$ cat config.mk
export PLATFORM = sky130hd
export DESIGN_NAME = pan_tilt_servo_jog_packetizer_flat
export DESIGN_NICKNAME = d
export VERILOG_FILES = /design/src/rtl/ptsj_pkg.sv /design/src/rtl/ptsj_if.sv /design/src/rtl/ptsj_front.sv /design/src/rtl/ptsj_queue.sv /design/src/rtl/ptsj_back.sv /design/src/rtl/pan_tilt_servo_jog_packetizer.sv /design/src/flat_wrapper.sv
export SDC_FILE = /design/constraint.sdc
export NUM_CORES = 1
export LEC_CHECK = 0
export BUFFER_PORTS_ARGS = -buffer_cell sky130_fd_sc_hd__buf_2
export CORE_MARGIN = 2
export CORE_UTILIZATION = 45
export DETAILED_ROUTE_END_ITERATION = 7
export SYNTH_ARGS = -nofsm -noshare
export SYNTH_HDL_FRONTEND = slang
export SYNTH_SLANG_ARGS = --single-unit
$ cat constraint.sdc
create_clock -name clk -period 6.9 [get_ports clk]
set_input_delay 0.69 -clock clk [delete_from_list [all_inputs] [get_ports clk]]
set_output_delay 0.69 -clock clk [all_outputs]
set_load 0.03 [all_outputs]
$ cat src/rtl/ptsj_pkg.sv
// ptsj_pkg: shared types, constants and the packet byte function
// for the pan/tilt servo jog packetizer; no dependencies
package ptsj_pkg;

  localparam int unsigned REG_W   = 10;
  localparam int unsigned PAN_W   = 12;
  localparam int unsigned VAL_W   = 16;
  localparam int unsigned IDX_W   = 3;
  localparam int unsigned BIDX_W  = 5;

  localparam logic [REG_W-1:0] PAN_HOME_RST   = 10'h200;
  localparam logic [REG_W-1:0] TILT_HOME_RST  = 10'h1EB;
  localparam logic [REG_W-1:0] TILT_LOW_RST   = 10'h060;
  localparam logic [REG_W-1:0] TILT_HIGH_RST  = 10'h36D;
  localparam logic [REG_W-1:0] PAN_HIGH_RST   = 10'h3FF;

  localparam logic [7:0] PKT_SYNC  = 8'hFF;
  localparam logic [7:0] PKT_LEN   = 8'h05;
  localparam logic [7:0] PKT_INSTR = 8'h03;
  localparam logic [7:0] PKT_ADDR  = 8'h1E;
  localparam logic [7:0] ID_PAN    = 8'h01;
  localparam logic [7:0] ID_TILT   = 8'h02;

  localparam logic [BIDX_W-1:0] LAST_SINGLE = 5'd8;
  localparam logic [BIDX_W-1:0] LAST_PAIR   = 5'd17;
  localparam logic [BIDX_W-1:0] PKT_BYTES   = 5'd9;

  typedef enum logic [2:0] {
    OP_HOME   = 3'd0,
    OP_WR_EN  = 3'd1,
    OP_DOWN   = 3'd2,
    OP_UP     = 3'd3,
    OP_LEFT   = 3'd4,
    OP_RIGHT  = 3'd5
  } op_t;

  typedef enum logic [IDX_W-1:0] {
    REG_PAN_HOME  = 3'd0,
    REG_TILT_HOME = 3'd1,
    REG_TILT_LOW  = 3'd2,
    REG_TILT_HIGH = 3'd3,
    REG_PAN_HIGH  = 3'd4
  } reg_idx_t;

  // one queued job: a single packet, or the pan+tilt pair of a home command
  typedef struct packed {
    logic             pair;
    logic [7:0]       id;
    logic [VAL_W-1:0] value;
    logic [REG_W-1:0] tilt_value;
    logic [3:0]       enables;
  } desc_t;

  typedef struct packed {
    logic       full;
    logic       empty;
    logic [1:0] count;
  } q_status_t;

  function automatic logic [7:0] packet_byte(input logic [7:0] id,
                                             input logic [VAL_W-1:0] value,
                                             input logic [3:0] pos);
    logic [7:0] sum;
    logic [7:0] b;
    sum = id + PKT_LEN + PKT_INSTR + PKT_ADDR + value[7:0] + value[15:8];
    case (pos)
      4'd0, 4'd1: b = PKT_SYNC;
      4'd2:       b = id;
      4'd3:       b = PKT_LEN;
      4'd4:       b = PKT_INSTR;
      4'd5:       b = PKT_ADDR;
      4'd6:       b = value[7:0];
      4'd7:       b = value[15:8];
      default:    b = ~sum;
    endcase
    return b;
  endfunction

endpackage

$ cat src/rtl/ptsj_if.sv
// ptsj_cmd_if, ptsj_pkt_if: valid/ready channels for commands and packet bytes
// no dependencies
interface ptsj_cmd_if;
  logic       valid;
  logic       ready;
  logic [2:0] op;
  logic [3:0] enable_bits;
  modport source (output valid, output op, output enable_bits, input ready);
  modport sink   (input valid, input op, input enable_bits, output ready);
endinterface

interface ptsj_pkt_if;
  logic       valid;
  logic       ready;
  logic [7:0] out_byte;
  logic       last_byte;
  logic [3:0] enables_now;
  modport source (output valid, output out_byte, output last_byte, output enables_now,
                  input ready);
  modport sink   (input valid, input out_byte, input last_byte, input enables_now,
                  output ready);
endinterface

$ cat src/rtl/ptsj_front.sv
// ptsj_front: config registers, position and jog-enable state, command decode
// depends on ptsj_pkg and ptsj_cmd_if
module ptsj_front (
  input  logic                clk,
  input  logic                rst,
  ptsj_cmd_if.sink            cmd,
  input  logic                cfg_we,
  input  logic [2:0]          cfg_index,
  input  logic [9:0]          cfg_data,
  input  logic                q_full,
  output logic                q_push,
  output ptsj_pkg::desc_t     q_desc
);
  import ptsj_pkg::*;

  logic [REG_W-1:0]        pan_home, tilt_home, tilt_low, tilt_high, pan_high;
  logic [REG_W-1:0]        tilt_pos, tilt_pos_next;
  logic signed [PAN_W-1:0] pan_pos, pan_pos_next;
  logic [3:0]              enables, enables_next;
  logic                    accept;
  logic                    emit;
  desc_t                   desc;

  assign cmd.ready = !q_full;
  assign accept    = cmd.valid && cmd.ready;

  always_comb begin
    tilt_pos_next   = tilt_pos;
    pan_pos_next    = pan_pos;
    enables_next    = enables;
    emit            = 1'b0;
    desc.pair       = 1'b0;
    desc.id         = ID_TILT;
    desc.value      = {{(VAL_W-REG_W){1'b0}}, tilt_pos};
    desc.tilt_value = tilt_home;
    unique case (op_t'(cmd.op))
      OP_HOME: begin
        pan_pos_next  = $signed({{(PAN_W-REG_W){1'b0}}, pan_home});
        tilt_pos_next = tilt_home;
        emit          = 1'b1;
        desc.pair     = 1'b1;
        desc.id       = ID_PAN;
        desc.value    = {{(VAL_W-REG_W){1'b0}}, pan_home};
      end
      OP_WR_EN: enables_next = cmd.enable_bits;
      OP_DOWN: begin
        if (enables[1]) begin
          enables_next[0] = 1'b0;
          if (tilt_pos >= tilt_low) begin
            tilt_pos_next = tilt_pos - 10'd1;
            emit          = 1'b1;
            desc.value    = {{(VAL_W-REG_W){1'b0}}, tilt_pos_next};
          end else begin
            enables_next[1] = 1'b0;
          end
        end
      end
      OP_UP: begin
        if (enables[0]) begin
          enables_next[1] = 1'b0;
          if (tilt_pos <= tilt_high) begin
            tilt_pos_next = tilt_pos + 10'd1;
            emit          = 1'b1;
            desc.value    = {{(VAL_W-REG_W){1'b0}}, tilt_pos_next};
          end else begin
            enables_next[0] = 1'b0;
          end
        end
      end
      OP_LEFT: begin
        if (enables[2]) begin
          enables_next[3] = 1'b0;
          if (pan_pos <= $signed({{(PAN_W-REG_W){1'b0}}, pan_high})) begin
            emit         = 1'b1;
            desc.id      = ID_PAN;
            desc.value   = {{(VAL_W-PAN_W){pan_pos[PAN_W-1]}}, pan_pos};
            pan_pos_next = pan_pos + 12'sd1;
          end else begin
            enables_next[2] = 1'b0;
          end
        end
      end
      OP_RIGHT: begin
        if (enables[3]) begin
          enables_next[2] = 1'b0;
          if (!pan_pos[PAN_W-1]) begin
            emit         = 1'b1;
            desc.id      = ID_PAN;
            desc.value   = {{(VAL_W-PAN_W){pan_pos[PAN_W-1]}}, pan_pos};
            pan_pos_next = pan_pos - 12'sd1;
          end else begin
            enables_next[3] = 1'b0;
          end
        end
      end
      default: ;
    endcase
    desc.enables = enables_next;
  end

  assign q_push = accept && emit;
  assign q_desc = desc;

  always_ff @(posedge clk) begin
    if (rst) begin
      pan_home  <= PAN_HOME_RST;
      tilt_home <= TILT_HOME_RST;
      tilt_low  <= TILT_LOW_RST;
      tilt_high <= TILT_HIGH_RST;
      pan_high  <= PAN_HIGH_RST;
      tilt_pos  <= TILT_HOME_RST;
      pan_pos   <= $signed({{(PAN_W-REG_W){1'b0}}, PAN_HOME_RST});
      enables   <= 4'd0;
    end else begin
      if (cfg_we) begin
        case (cfg_index)
          REG_PAN_HOME:  pan_home  <= cfg_data;
          REG_TILT_HOME: tilt_home <= cfg_data;
          REG_TILT_LOW:  tilt_low  <= cfg_data;
          REG_TILT_HIGH: tilt_high <= cfg_data;
          REG_PAN_HIGH:  pan_high  <= cfg_data;
          default: ;
        endcase
      end
      if (accept) begin
        tilt_pos <= tilt_pos_next;
        pan_pos  <= pan_pos_next;
        enables  <= enables_next;
      end
    end
  end

endmodule

$ cat src/rtl/ptsj_queue.sv
// ptsj_queue: two-entry job queue between command decode and serializer
// depends on ptsj_pkg
module ptsj_queue (
  input  logic                  clk,
  input  logic                  rst,
  input  logic                  push,
  input  ptsj_pkg::desc_t       push_desc,
  input  logic                  pop,
  output ptsj_pkg::desc_t       head,
  output ptsj_pkg::q_status_t   status
);
  import ptsj_pkg::*;

  desc_t      mem [2];
  logic       wr_ptr, rd_ptr;
  logic [1:0] count;

  assign head         = mem[rd_ptr];
  assign status.count = count;
  assign status.full  = (count == 2'd2);
  assign status.empty = (count == 2'd0);

  always_ff @(posedge clk) begin
    if (push) begin
      mem[wr_ptr] <= push_desc;
    end
  end

  always_ff @(posedge clk) begin
    if (rst) begin
      wr_ptr <= 1'b0;
      rd_ptr <= 1'b0;
      count  <= 2'd0;
    end else begin
      if (push) begin
        wr_ptr <= !wr_ptr;
      end
      if (pop) begin
        rd_ptr <= !rd_ptr;
      end
      case ({push, pop})
        2'b10:   count <= count + 2'd1;
        2'b01:   count <= count - 2'd1;
        default: ;
      endcase
    end
  end

endmodule

$ cat src/rtl/ptsj_back.sv
// ptsj_back: takes jobs from the queue and sends packet bytes through an output register
// depends on ptsj_pkg and ptsj_pkt_if
module ptsj_back (
  input  logic                clk,
  input  logic                rst,
  input  ptsj_pkg::desc_t     head,
  input  logic                q_empty,
  output logic                pop,
  ptsj_pkt_if.source          pkt
);
  import ptsj_pkg::*;

  desc_t             job;
  logic              busy;
  logic [BIDX_W-1:0] idx;
  logic              out_valid;
  logic [7:0]        out_byte;
  logic              last_byte;
  logic [3:0]        enables_now;
  logic              adv;
  logic              final_byte;
  logic              second;
  logic [BIDX_W-1:0] pos_wide;
  logic [7:0]        cur_id;
  logic [VAL_W-1:0]  cur_value;
  logic [7:0]        byte_now;

  assign adv        = busy && (!out_valid || pkt.ready);
  assign final_byte = job.pair ? (idx == LAST_PAIR) : (idx == LAST_SINGLE);
  assign pop        = !q_empty && (!busy || (adv && final_byte));

  assign second    = job.pair && (idx >= PKT_BYTES);
  assign pos_wide  = second ? idx - PKT_BYTES : idx;
  assign cur_id    = second ? ID_TILT : job.id;
  assign cur_value = second ? {{(VAL_W-REG_W){1'b0}}, job.tilt_value} : job.value;
  assign byte_now  = packet_byte(cur_id, cur_value, pos_wide[3:0]);

  assign pkt.valid       = out_valid;
  assign pkt.out_byte    = out_byte;
  assign pkt.last_byte   = last_byte;
  assign pkt.enables_now = enables_now;

  always_ff @(posedge clk) begin
    if (pop) begin
      job <= head;
    end
    if (adv) begin
      out_byte    <= byte_now;
      last_byte   <= final_byte;
      enables_now <= job.enables;
    end
  end

  always_ff @(posedge clk) begin
    if (rst) begin
      busy      <= 1'b0;
      idx       <= '0;
      out_valid <= 1'b0;
    end else begin
      if (adv) begin
        out_valid <= 1'b1;
      end else if (pkt.ready) begin
        out_valid <= 1'b0;
      end
      if (pop) begin
        busy <= 1'b1;
        idx  <= '0;
      end else if (adv) begin
        if (final_byte) begin
          busy <= 1'b0;
        end
        idx <= idx + 5'd1;
      end
    end
  end

endmodule

$ cat src/rtl/pan_tilt_servo_jog_packetizer.sv
// pan_tilt_servo_jog_packetizer: top level, command decode -> job queue -> byte serializer
// depends on ptsj_pkg, ptsj_if, ptsj_front, ptsj_queue, ptsj_back
//
//   channel  dir  handshake           payload
//   cmd      in   valid/ready         op[2:0], enable_bits[3:0]
//   pkt      out  valid/ready         out_byte[7:0], last_byte, enables_now[3:0]
//   cfg      in   cfg_we, no wait     cfg_index[2:0], cfg_data[9:0]
//
// a command is decoded in its accept cycle; a jog packet leaves as 9 bytes, a home command
// as 18 bytes, one byte per cycle while the pkt sink is ready; a queued job follows the
// last byte without a gap; a first byte passes the queue, job and output registers
// commands that send nothing push no job; a two-entry queue buffers jobs meanwhile
// sync active-high reset presets config and positions and clears flags, queue, out valid
// a stalled pkt sink holds the output register and, once the queue fills, cmd.ready
module pan_tilt_servo_jog_packetizer (
  input  logic        clk,
  input  logic        rst,
  ptsj_cmd_if.sink    cmd,
  ptsj_pkt_if.source  pkt,
  input  logic        cfg_we,
  input  logic [2:0]  cfg_index,
  input  logic [9:0]  cfg_data
);
  import ptsj_pkg::*;

  logic      q_push;
  logic      q_pop;
  desc_t     q_in;
  desc_t     q_head;
  q_status_t q_stat;

  ptsj_front u_front (
    .clk       (clk),
    .rst       (rst),
    .cmd       (cmd),
    .cfg_we    (cfg_we),
    .cfg_index (cfg_index),
    .cfg_data  (cfg_data),
    .q_full    (q_stat.full),
    .q_push    (q_push),
    .q_desc    (q_in)
  );

  ptsj_queue u_queue (
    .clk       (clk),
    .rst       (rst),
    .push      (q_push),
    .push_desc (q_in),
    .pop       (q_pop),
    .head      (q_head),
    .status    (q_stat)
  );

  ptsj_back u_back (
    .clk     (clk),
    .rst     (rst),
    .head    (q_head),
    .q_empty (q_stat.empty),
    .pop     (q_pop),
    .pkt     (pkt)
  );

`ifndef SYNTHESIS
  a_count_bound: assert property (@(posedge clk) disable iff (rst)
    q_stat.count != 2'd3)
    else $error("job queue count out of range");

  a_no_push_full: assert property (@(posedge clk) disable iff (rst)
    q_push |-> !q_stat.full)
    else $error("push into full job queue");

  a_packet_gapless: assert property (@(posedge clk) disable iff (rst)
    (pkt.valid && pkt.ready && !pkt.last_byte) |=> pkt.valid)
    else $error("gap inside a packet");

  a_pop_nonempty: assert property (@(posedge clk) disable iff (rst)
    q_pop |-> !q_stat.empty)
    else $error("pop from empty job queue");
`endif

endmodule
$ cat src/flat_wrapper.sv
// flat-port wrapper written by rule: the top's interface ports become plain ports
module pan_tilt_servo_jog_packetizer_flat import ptsj_pkg::*;
  (clk, rst, cfg_we, cfg_index, cfg_data, cmd_valid, cmd_op, cmd_enable_bits, cmd_ready, pkt_valid, pkt_out_byte, pkt_last_byte, pkt_enables_now, pkt_ready);
  ptsj_cmd_if cmd_i ();
  ptsj_pkt_if pkt_i ();
  input  logic clk;
  input  logic rst;
  input  logic cfg_we;
  input  logic [2:0] cfg_index;
  input  logic [9:0] cfg_data;
  input wire logic [$bits(cmd_i.valid)-1:0] cmd_valid;
  input wire logic [$bits(cmd_i.op)-1:0] cmd_op;
  input wire logic [$bits(cmd_i.enable_bits)-1:0] cmd_enable_bits;
  output wire logic [$bits(cmd_i.ready)-1:0] cmd_ready;
  output wire logic [$bits(pkt_i.valid)-1:0] pkt_valid;
  output wire logic [$bits(pkt_i.out_byte)-1:0] pkt_out_byte;
  output wire logic [$bits(pkt_i.last_byte)-1:0] pkt_last_byte;
  output wire logic [$bits(pkt_i.enables_now)-1:0] pkt_enables_now;
  input wire logic [$bits(pkt_i.ready)-1:0] pkt_ready;
  assign cmd_i.valid = cmd_valid;
  assign cmd_i.op = cmd_op;
  assign cmd_i.enable_bits = cmd_enable_bits;
  assign cmd_ready = cmd_i.ready;
  assign pkt_valid = pkt_i.valid;
  assign pkt_out_byte = pkt_i.out_byte;
  assign pkt_last_byte = pkt_i.last_byte;
  assign pkt_enables_now = pkt_i.enables_now;
  assign pkt_i.ready = pkt_ready;
  pan_tilt_servo_jog_packetizer u_core (.clk(clk), .rst(rst), .cmd(cmd_i), .pkt(pkt_i), .cfg_we(cfg_we), .cfg_index(cfg_index), .cfg_data(cfg_data));
endmodule
**Yosys cells after proc, flatten, opt, wreduce, memory -nomap -nowiden**

Memory sizes are Yosys's and may differ from the RTL's. A register that Yosys moved wholly into a read port is not among the register bits.
Cells that the tools add are included.

- Register bits after elaboration: 100
- RAM bits: 78
- Input bits: 25
- Output and inout port bits: 15
- Logic and storage cells: 150
- Memories: 1

- Add/sub/neg operators: 13
- $lt $le $gt $ge: 4
- Equal/unequal tests: 29
- Muxes and demuxes: 49
- Bitwise logic cells: 1
- Reductions and logical operators: 35

Memory list:

| name | depth | width | read ports | clocked after memory_dff | write ports | RTL line | RTL |
|---|---|---|---|---|---|---|---|
| u_core.u_queue.mem | 2 | 39 | 1 | 1 | 1 | ptsj_queue.sv:14 | `desc_t mem [2];` |

Operators by type and width:

| cell | number |
|---|---|
| 16-bit one-hot mux with 5 select lines | 1 |
| 10-bit 2-to-1 mux | 7 |
| 8-bit one-hot mux with 7 select lines | 1 |
| 12-bit 2-to-1 mux | 4 |
| 24-bit 2-to-1 mux | 2 |
| 18-bit 2-to-1 mux | 2 |
| 12-bit one-hot mux with 3 select lines | 1 |
| 16-bit 2-to-1 mux | 2 |
| 10-bit one-hot mux with 3 select lines | 1 |
| 8-bit one-hot mux with 3 select lines | 1 |
| 1-bit 2-to-1 mux | 17 |
| 8-bit adder | 2 |
| 4-bit by 3-bit == test with 1-bit output, second input constant | 4 |
| 2-bit inequality test, second input constant | 8 |
| 12-bit by 2-bit adder with 12-bit output, second input constant | 1 |
| 3-bit by 2-bit == test with 1-bit output, second input constant | 4 |
| 12-bit by 11-bit <= comparator with 1-bit output | 1 |
| 2-bit one-hot mux with 3 select lines | 2 |
| 2-bit AND reduction | 6 |
| 6-bit AND reduction | 2 |
| 12-bit by 2-bit subtractor with 12-bit output, second input constant | 1 |
| 10-bit by 1-bit adder with 10-bit output, second input constant | 1 |
| 10-bit >= comparator | 1 |
| 10-bit <= comparator | 1 |
| 33 further kinds | 58 |

**Longest topological paths before layout**

- Depth in word-level cells: 10
- Mapped depth: 18
- Mapped depth without buffers: 15

**Modules after synthesis**

Synthesis repeated with hierarchy kept, for this count alone.

- Cell total of the unflattened synthesis: 1144
- Area, all modules: 11641.2 um^2

By module, submodules not included:

| module | times used | cells an instance | area each (um^2) | sequential area each (um^2) |
|---|---|---|---|---|
| ptsj_front | 1 | 728 | 5403.9 | 1521.5 |
| ptsj_back | 1 | 273 | 3228.1 | 1701.6 |
| ptsj_queue | 1 | 143 | 3009.1 | 2442.3 |

**Worst setup path before layout**

No wires, ideal clock.

- Path type: register -> register
- Start point: register u_core.u_front.pan_pos[1]
- End point: memory u_core.u_queue.mem[1][0] (netlist name) (enable)
- Setup time: 0.415 ns
- Arrival: 3.404 ns
- Data required time: 6.485 ns
- Setup slack: 3.081 ns
- Stages on the path, launching flop included: 10
- Buffers on the path: 1
- Clock period less this slack: 3.819 ns
- Path through: dfxtp_1 ha_1 nor2b_1 o211ai_1 a21oi_1 o41a_1 a211o_1 clkbuf_1 o21a_1 nor2_1

- Word-level cells in the longest chain between the ends: 7

Ends and longest elaborated chain:

| item | RTL line | RTL |
|---|---|---|
| start: declaration | ptsj_front.sv:18 | `logic signed [PAN_W-1:0] pan_pos, pan_pos_next;` |
| start signal: assignment | ptsj_front.sv:112 | `pan_pos <= $signed({{(PAN_W-REG_W){1'b0}}, PAN_HOME_RST});` |
| start signal: assignment | ptsj_front.sv:127 | `pan_pos <= pan_pos_next;` |
| 12-bit by 11-bit <= comparator with 1-bit output | ptsj_front.sv:73 | `if (pan_pos <= $signed({{(PAN_W-REG_W){1'b0}}, pan_high})) begin` |
| 1-bit 2-to-1 mux | ptsj_front.sv:73 |  |
| 1-bit 2-to-1 mux | ptsj_front.sv:71 | `if (enables[2]) begin` |
| 1-bit one-hot mux with 5 select lines | ptsj_front.sv:36 | `unique case (op_t'(cmd.op))` |
| 1-bit logical AND | ptsj_front.sv:101 | `assign q_push = accept && emit;` |
| 1-bit 2-to-1 mux | ptsj_queue.sv:24 | `if (push) begin` |
| 1-bit 2-to-1 mux (implied by the code) | ptsj_queue.sv:25 | `mem[wr_ptr] <= push_desc;` |
| end: declaration | ptsj_queue.sv:14 |  |

Every way passes these cells.

**Worst setup path after layout**

- Start point: register u_core.u_front.tilt_pos[4]
- End point: memory u_core.u_queue.mem[0][11] (netlist name) (enable)

- Word-level cells in the longest chain between the ends: 7
- Elaborated cells on any way between the ends: 10

Ends and longest elaborated chain:

| item | RTL line | RTL |
|---|---|---|
| start: declaration | ptsj_front.sv:17 | `logic [REG_W-1:0] tilt_pos, tilt_pos_next;` |
| start signal: assignment | ptsj_front.sv:126 | `tilt_pos <= tilt_pos_next;` |
| 10-bit <= comparator or 10-bit >= comparator (tied branches) | ptsj_front.sv:61, ptsj_front.sv:49 |  |
| 1-bit 2-to-1 mux, on equally long branches | ptsj_front.sv:61, ptsj_front.sv:49 |  |
| 1-bit 2-to-1 mux, on equally long branches | ptsj_front.sv:59, ptsj_front.sv:47 |  |
| 1-bit one-hot mux with 5 select lines * | ptsj_front.sv:36 |  |
| 1-bit logical AND * | ptsj_front.sv:101 |  |
| 1-bit 2-to-1 mux * | ptsj_queue.sv:24 |  |
| 1-bit 2-to-1 mux (implied by the code) * | ptsj_queue.sv:25 |  |

Every way passes the cells marked *; elsewhere a longest branch is shown, timed or not.

==> run_results.csv <==
group,metric,value,unit
clock_network,cell_at_the_root_of_the_clock_tree,"sky130_fd_sc_hd__clkbuf_16",
placement,placedInstanceArea,0.0105,sq mm
critical_path,crit_fanout,29,
synthesis,synthArstFlopShare,0,
route,average_wire_length_per_cell_after_detail_routing,19.1,um
route,post-route-drc-count,0,
floorplan,row_count,54,
route,vias_per_cell,5.88,
synthesis,yosysSeqAreaShare,0.468,
synthesis,netlist-cell-type-count,77,
hold_path,min_delay_worst_endpoint,"u_core.u_back.pkt.enables_now[1]",
critical_path,regToRegStartpoint,"u_core.u_front.tilt_pos[4]",
global_route,grt_start_max_net_pins,70,
hold_path,holdCritStartpoint,"u_core.u_back.job[1]",
global_route,grt_util_all_layers,0.222,
floorplan,dieHeight,154,um
critical_path,cp-end-kind,"flip-flop",
layout,syn_to_final_growth,9.51,%
pwr,power-per-cell-area,282,mW/mm^2
layout,fin_area,0.0111,sq mm
synthesis,synth_edf_count,100,
critical_path,worst-endpoint-arrival,4140,ps
placement,dp_hpwl,18200,um
clock_network,post-cts-setup-buffers,0,
route,detailedRoute.firstIterationViolations,654,
pwr,total_leakage_power,4.16,nW
critical_path,crit_path_start_kind,"flip-flop",
critical_path,rr_worst_depth,8,
global_route,antenna_found_initial,0,
synthesis,ys_ff_latch,187,
placement,gp_routability_congestion,0.945,
pwr,max-vdd-ir-drop,0.164,mV
critical_path,rr_endpoint,"u_core.u_queue.mem[0][11]",
floorplan,floorplan.core_area,0.0220,sq mm
synthesis,post_synth.cell_area_avg,9.71,sq um
hold_path,hold_crit_class,"flip-flop to flip-flop",
synthesis,post_synth_instance_area,0.0101,sq mm
layout,layout.core_utilization,0.505,
synthesis,synth_ff_type,"sky130_fd_sc_hd__edfxtp_1",
global_route,grt.overflow.total,0,
synthesis,syn-num-nets,1121,
sta,final_min_period_over_clock_period,0.592,
route,drt_first_pass_iters,8,
synthesis,netlist_instances,1044,
clock_network,numCtsBuffers,17,
clock_network,cts.repair.resized,0,
floorplan,die_width,154,um
sta,finalHoldViolCount,0,
sta,pin_slew_with_the_least_headroom_to_its_limit,1120,ps
clock_network,hold_buffers,0,
critical_path,setup.worst_path.class,"flip-flop to flip-flop",
layout,finalNetCount,1130,
clock_network,h_tree_depth_reported_by_cts,4,
sta,fin_setup_tns,0,ps
floorplan,initial_core_util,0.461,
critical_path,ff2ff_setup_slack,2810,ps
clock_network,tritoncts,"done",
sta,period_minus_slack,4090,ps
status,outcome,"finished, final reports clean",
route,antenna_left,0,
clock_network,clock_insertion_delay_worst_skew,440,ps
clock_network,path_clk_slew,70,ps
job,max_cap_viol_count,0,
layout,fillers,2043,
layout,antenna_cells,0,
layout,post_route_cells_drive_above_1_share,0.120,
sta,achievable-frequency,245,MHz
floorplan,fp.dieArea,0.0237,sq mm
global_route,first_pass_grt_wire_length,41200,um
hold_path,worst_hold_path.num_cells,0,
clock_network,clock_tree.buffer_depth,2,
sta,rsz_0062_raised_after_global_routing,"no",
route,postRouteWirelength,25700,um
floorplan,i_o_pin_total,40,
sta,slew_viol_final,0,
sta,worst_clock_skew,13.8,ps
synthesis,yosys_warnings,0,
route,vias,7920,
sta,setup_viol,0,
clock_network,clock_sink_count,187,
critical_path,crit_required,6950,ps
placement,number_of_port_buffers,39,
global_route,vias_in_the_first_global_route,7416,
sta,max_slew_margin,0.254,
==> where the power goes <==
part / internal [mW] / leakage, nW / switching (mW)
logic: 0.284 / 2.29 / 0.439
registers: 1.32 / 1.59 / 0.0785
clock network: 0.521 / 0.288 / 0.484
==> per-layer routing <==
| layer | vias up | wire [um] | global-route usage |
|---|---|---|---|
| li1 | 3836 | - | - |
| met1 | 3743 | 11400 | 0.296 |
| met2 | 269 | 12100 | 0.362 |
| met3 | 72 | 1340 | 0.0352 |
| met4 | 0 | 926 | 0.0939 |
| met5 | - | 0 | 0 |
==> logic make-up after synthesis <==
kind of cell,count (synthesis),synth area share
compound gates,235,0.162
flops,187,0.468
buf+inv,113,0.0452
xor+xnor,30,0.0259
fa+ha+maj,52,0.0657
simple gates,378,0.179
mux,49,0.0533
==> through the flow <==
| step | hold slack, ps | setup slack, ps | power, mW | instances |
|---|---|---|---|---|
| 3_5_place_dp | 405 | 2750 | 2.14 | 1314 |
| 3_3_place_gp | 404 | 2800 | 2.15 | 1314 |
| 6_report | 421 | 2810 | 3.13 | 1346 |
| 2_1_floorplan | 400 | 3080 | 1.95 | 1044 |
| 5_1_grt | 437 | 2550 | 3.29 | 1346 |
| 4_1_cts | 423 | 2870 | 3.15 | 1346 |
==> registers in the layout, summed over array words and instances, names as in the netlist, 4 cells and up <==
name,flops
u_core.u_back.pkt.enables_now,4
u_core.u_back.job,29
u_core.u_front.pan_pos,12
u_core.u_front.tilt_high,10
u_core.u_front.tilt_pos,10
u_core.u_front.tilt_low,10
u_core.u_front.pan_high,10
u_core.u_front.pan_home,10
u_core.u_back.pkt.out_byte,8
u_core.u_front.enables,4
u_core.u_back.idx,5
u_core.u_front.tilt_home,10
u_core.u_queue.mem,58
==> Yosys cell counts, types with 6 or more instances <==
cell type,number,area share
sky130_fd_sc_hd__xnor2_1,15,0.013
sky130_fd_sc_hd__o21a_1,7,0.0052
sky130_fd_sc_hd__nand4_1,8,0.0049
sky130_fd_sc_hd__a221oi_1,12,0.010
sky130_fd_sc_hd__nor2b_1,20,0.012
sky130_fd_sc_hd__mux2_2,30,0.033
sky130_fd_sc_hd__a211o_1,13,0.011
sky130_fd_sc_hd__nor4_1,6,0.0037
sky130_fd_sc_hd__nand2_1,152,0.056
sky130_fd_sc_hd__and3_1,8,0.0049
sky130_fd_sc_hd__inv_1,55,0.020
sky130_fd_sc_hd__dfxtp_1,87,0.17
sky130_fd_sc_hd__ha_1,50,0.062
sky130_fd_sc_hd__o21ai_0,28,0.014
sky130_fd_sc_hd__a21oi_1,68,0.034
sky130_fd_sc_hd__o32ai_1,6,0.0052
sky130_fd_sc_hd__or3_1,8,0.0049
sky130_fd_sc_hd__nand2b_1,11,0.0068
sky130_fd_sc_hd__nor3_1,26,0.013
sky130_fd_sc_hd__xor2_1,15,0.013
sky130_fd_sc_hd__nand3b_1,10,0.0074
sky130_fd_sc_hd__and2_1,7,0.0043
sky130_fd_sc_hd__or2_2,6,0.0037
sky130_fd_sc_hd__nand3_1,27,0.013
sky130_fd_sc_hd__o211ai_1,22,0.016
sky130_fd_sc_hd__mux2i_1,18,0.018
sky130_fd_sc_hd__a211oi_1,9,0.0067
sky130_fd_sc_hd__clkbuf_1,45,0.017
sky130_fd_sc_hd__a21o_1,9,0.0067
sky130_fd_sc_hd__a31oi_1,6,0.0037
sky130_fd_sc_hd__nor2_1,68,0.025
sky130_fd_sc_hd__edfxtp_1,100,0.30
==> worst max path at each step <==
stage,from,to,slack (ps),depth (start not counted)
floorplan,u_core.u_front.pan_pos[1],u_core.u_queue.mem[1][0],3080,9
global placement,cmd_op[0],u_core.u_queue.mem[0][10],2800,8
detailed placement,cmd_op[1],u_core.u_queue.mem[0][5],2750,7
CTS,u_core.u_front.tilt_pos[4],u_core.u_queue.mem[0][23],2870,8
global route,u_core.u_front.tilt_pos[4],u_core.u_queue.mem[0][23],2550,8
finish,u_core.u_front.tilt_pos[4],u_core.u_queue.mem[0][11],2810,8
==> final cells by class <==
cell class | instances | area [sq um] | share of cell area
Inverter | 56 | 210 | 0.0189
Clock inverter | 14 | 174 | 0.0157
Multi-Input combinational cell | 744 | 4930 | 0.445
Timing Repair Buffer | 47 | 255 | 0.0230
Sequential cell | 187 | 4740 | 0.428
Clock buffer | 18 | 429 | 0.0387
Tap cell | 280 | 350 | 0.0316
==> cell usage in the layout, fill, tap and decap left out, types with 5 or more instances in the layout <==
master                      synthesis  layout
sky130_fd_sc_hd__o21ai_0           28      27
sky130_fd_sc_hd__buf_2              5      39
sky130_fd_sc_hd__buf_4              1       8
sky130_fd_sc_hd__a31oi_1            6       6
sky130_fd_sc_hd__nand2b_1          11      11
sky130_fd_sc_hd__or2_2              6       6
sky130_fd_sc_hd__and4_1             5       5
sky130_fd_sc_hd__o21a_1             7       7
sky130_fd_sc_hd__a21o_1             9       9
sky130_fd_sc_hd__o211ai_1          22      22
sky130_fd_sc_hd__mux2i_1           18      18
sky130_fd_sc_hd__clkbuf_16          0      17
sky130_fd_sc_hd__nor2_1            68      67
sky130_fd_sc_hd__nand3_1           27      27
sky130_fd_sc_hd__dfxtp_1           87      87
sky130_fd_sc_hd__a21oi_1           68      68
sky130_fd_sc_hd__and2_1             7       7
sky130_fd_sc_hd__a221oi_1          12      12
sky130_fd_sc_hd__nand3b_1          10      10
sky130_fd_sc_hd__mux2_2            30      30
sky130_fd_sc_hd__xnor2_1           15      15
sky130_fd_sc_hd__nor3_1            26      26
sky130_fd_sc_hd__edfxtp_1         100     100
sky130_fd_sc_hd__o32ai_1            6       6
sky130_fd_sc_hd__and3_1             8       8
sky130_fd_sc_hd__a211oi_1           9       9
sky130_fd_sc_hd__xor2_1            15      15
sky130_fd_sc_hd__nor2b_1           20      20
sky130_fd_sc_hd__or3_1              8       8
sky130_fd_sc_hd__nand4_1            8       8
sky130_fd_sc_hd__nand2_1          152     152
sky130_fd_sc_hd__a222oi_1           5       5
sky130_fd_sc_hd__a211o_1           13      13
sky130_fd_sc_hd__nor4_1             6       6
sky130_fd_sc_hd__inv_1             55      55
sky130_fd_sc_hd__ha_1              50      50
==> worst max-delay path, stage by stage, from the launching register on <==
cell	delay (ps)
sky130_fd_sc_hd__dfxtp_1	700
sky130_fd_sc_hd__ha_1	370
sky130_fd_sc_hd__and4_1	240
sky130_fd_sc_hd__a41oi_1	260
sky130_fd_sc_hd__nand4_1	170
sky130_fd_sc_hd__a21oi_1	570
sky130_fd_sc_hd__nor2_1	220
sky130_fd_sc_hd__a211o_1	350
sky130_fd_sc_hd__inv_1	810
Power figures use the tool's default switching activity.
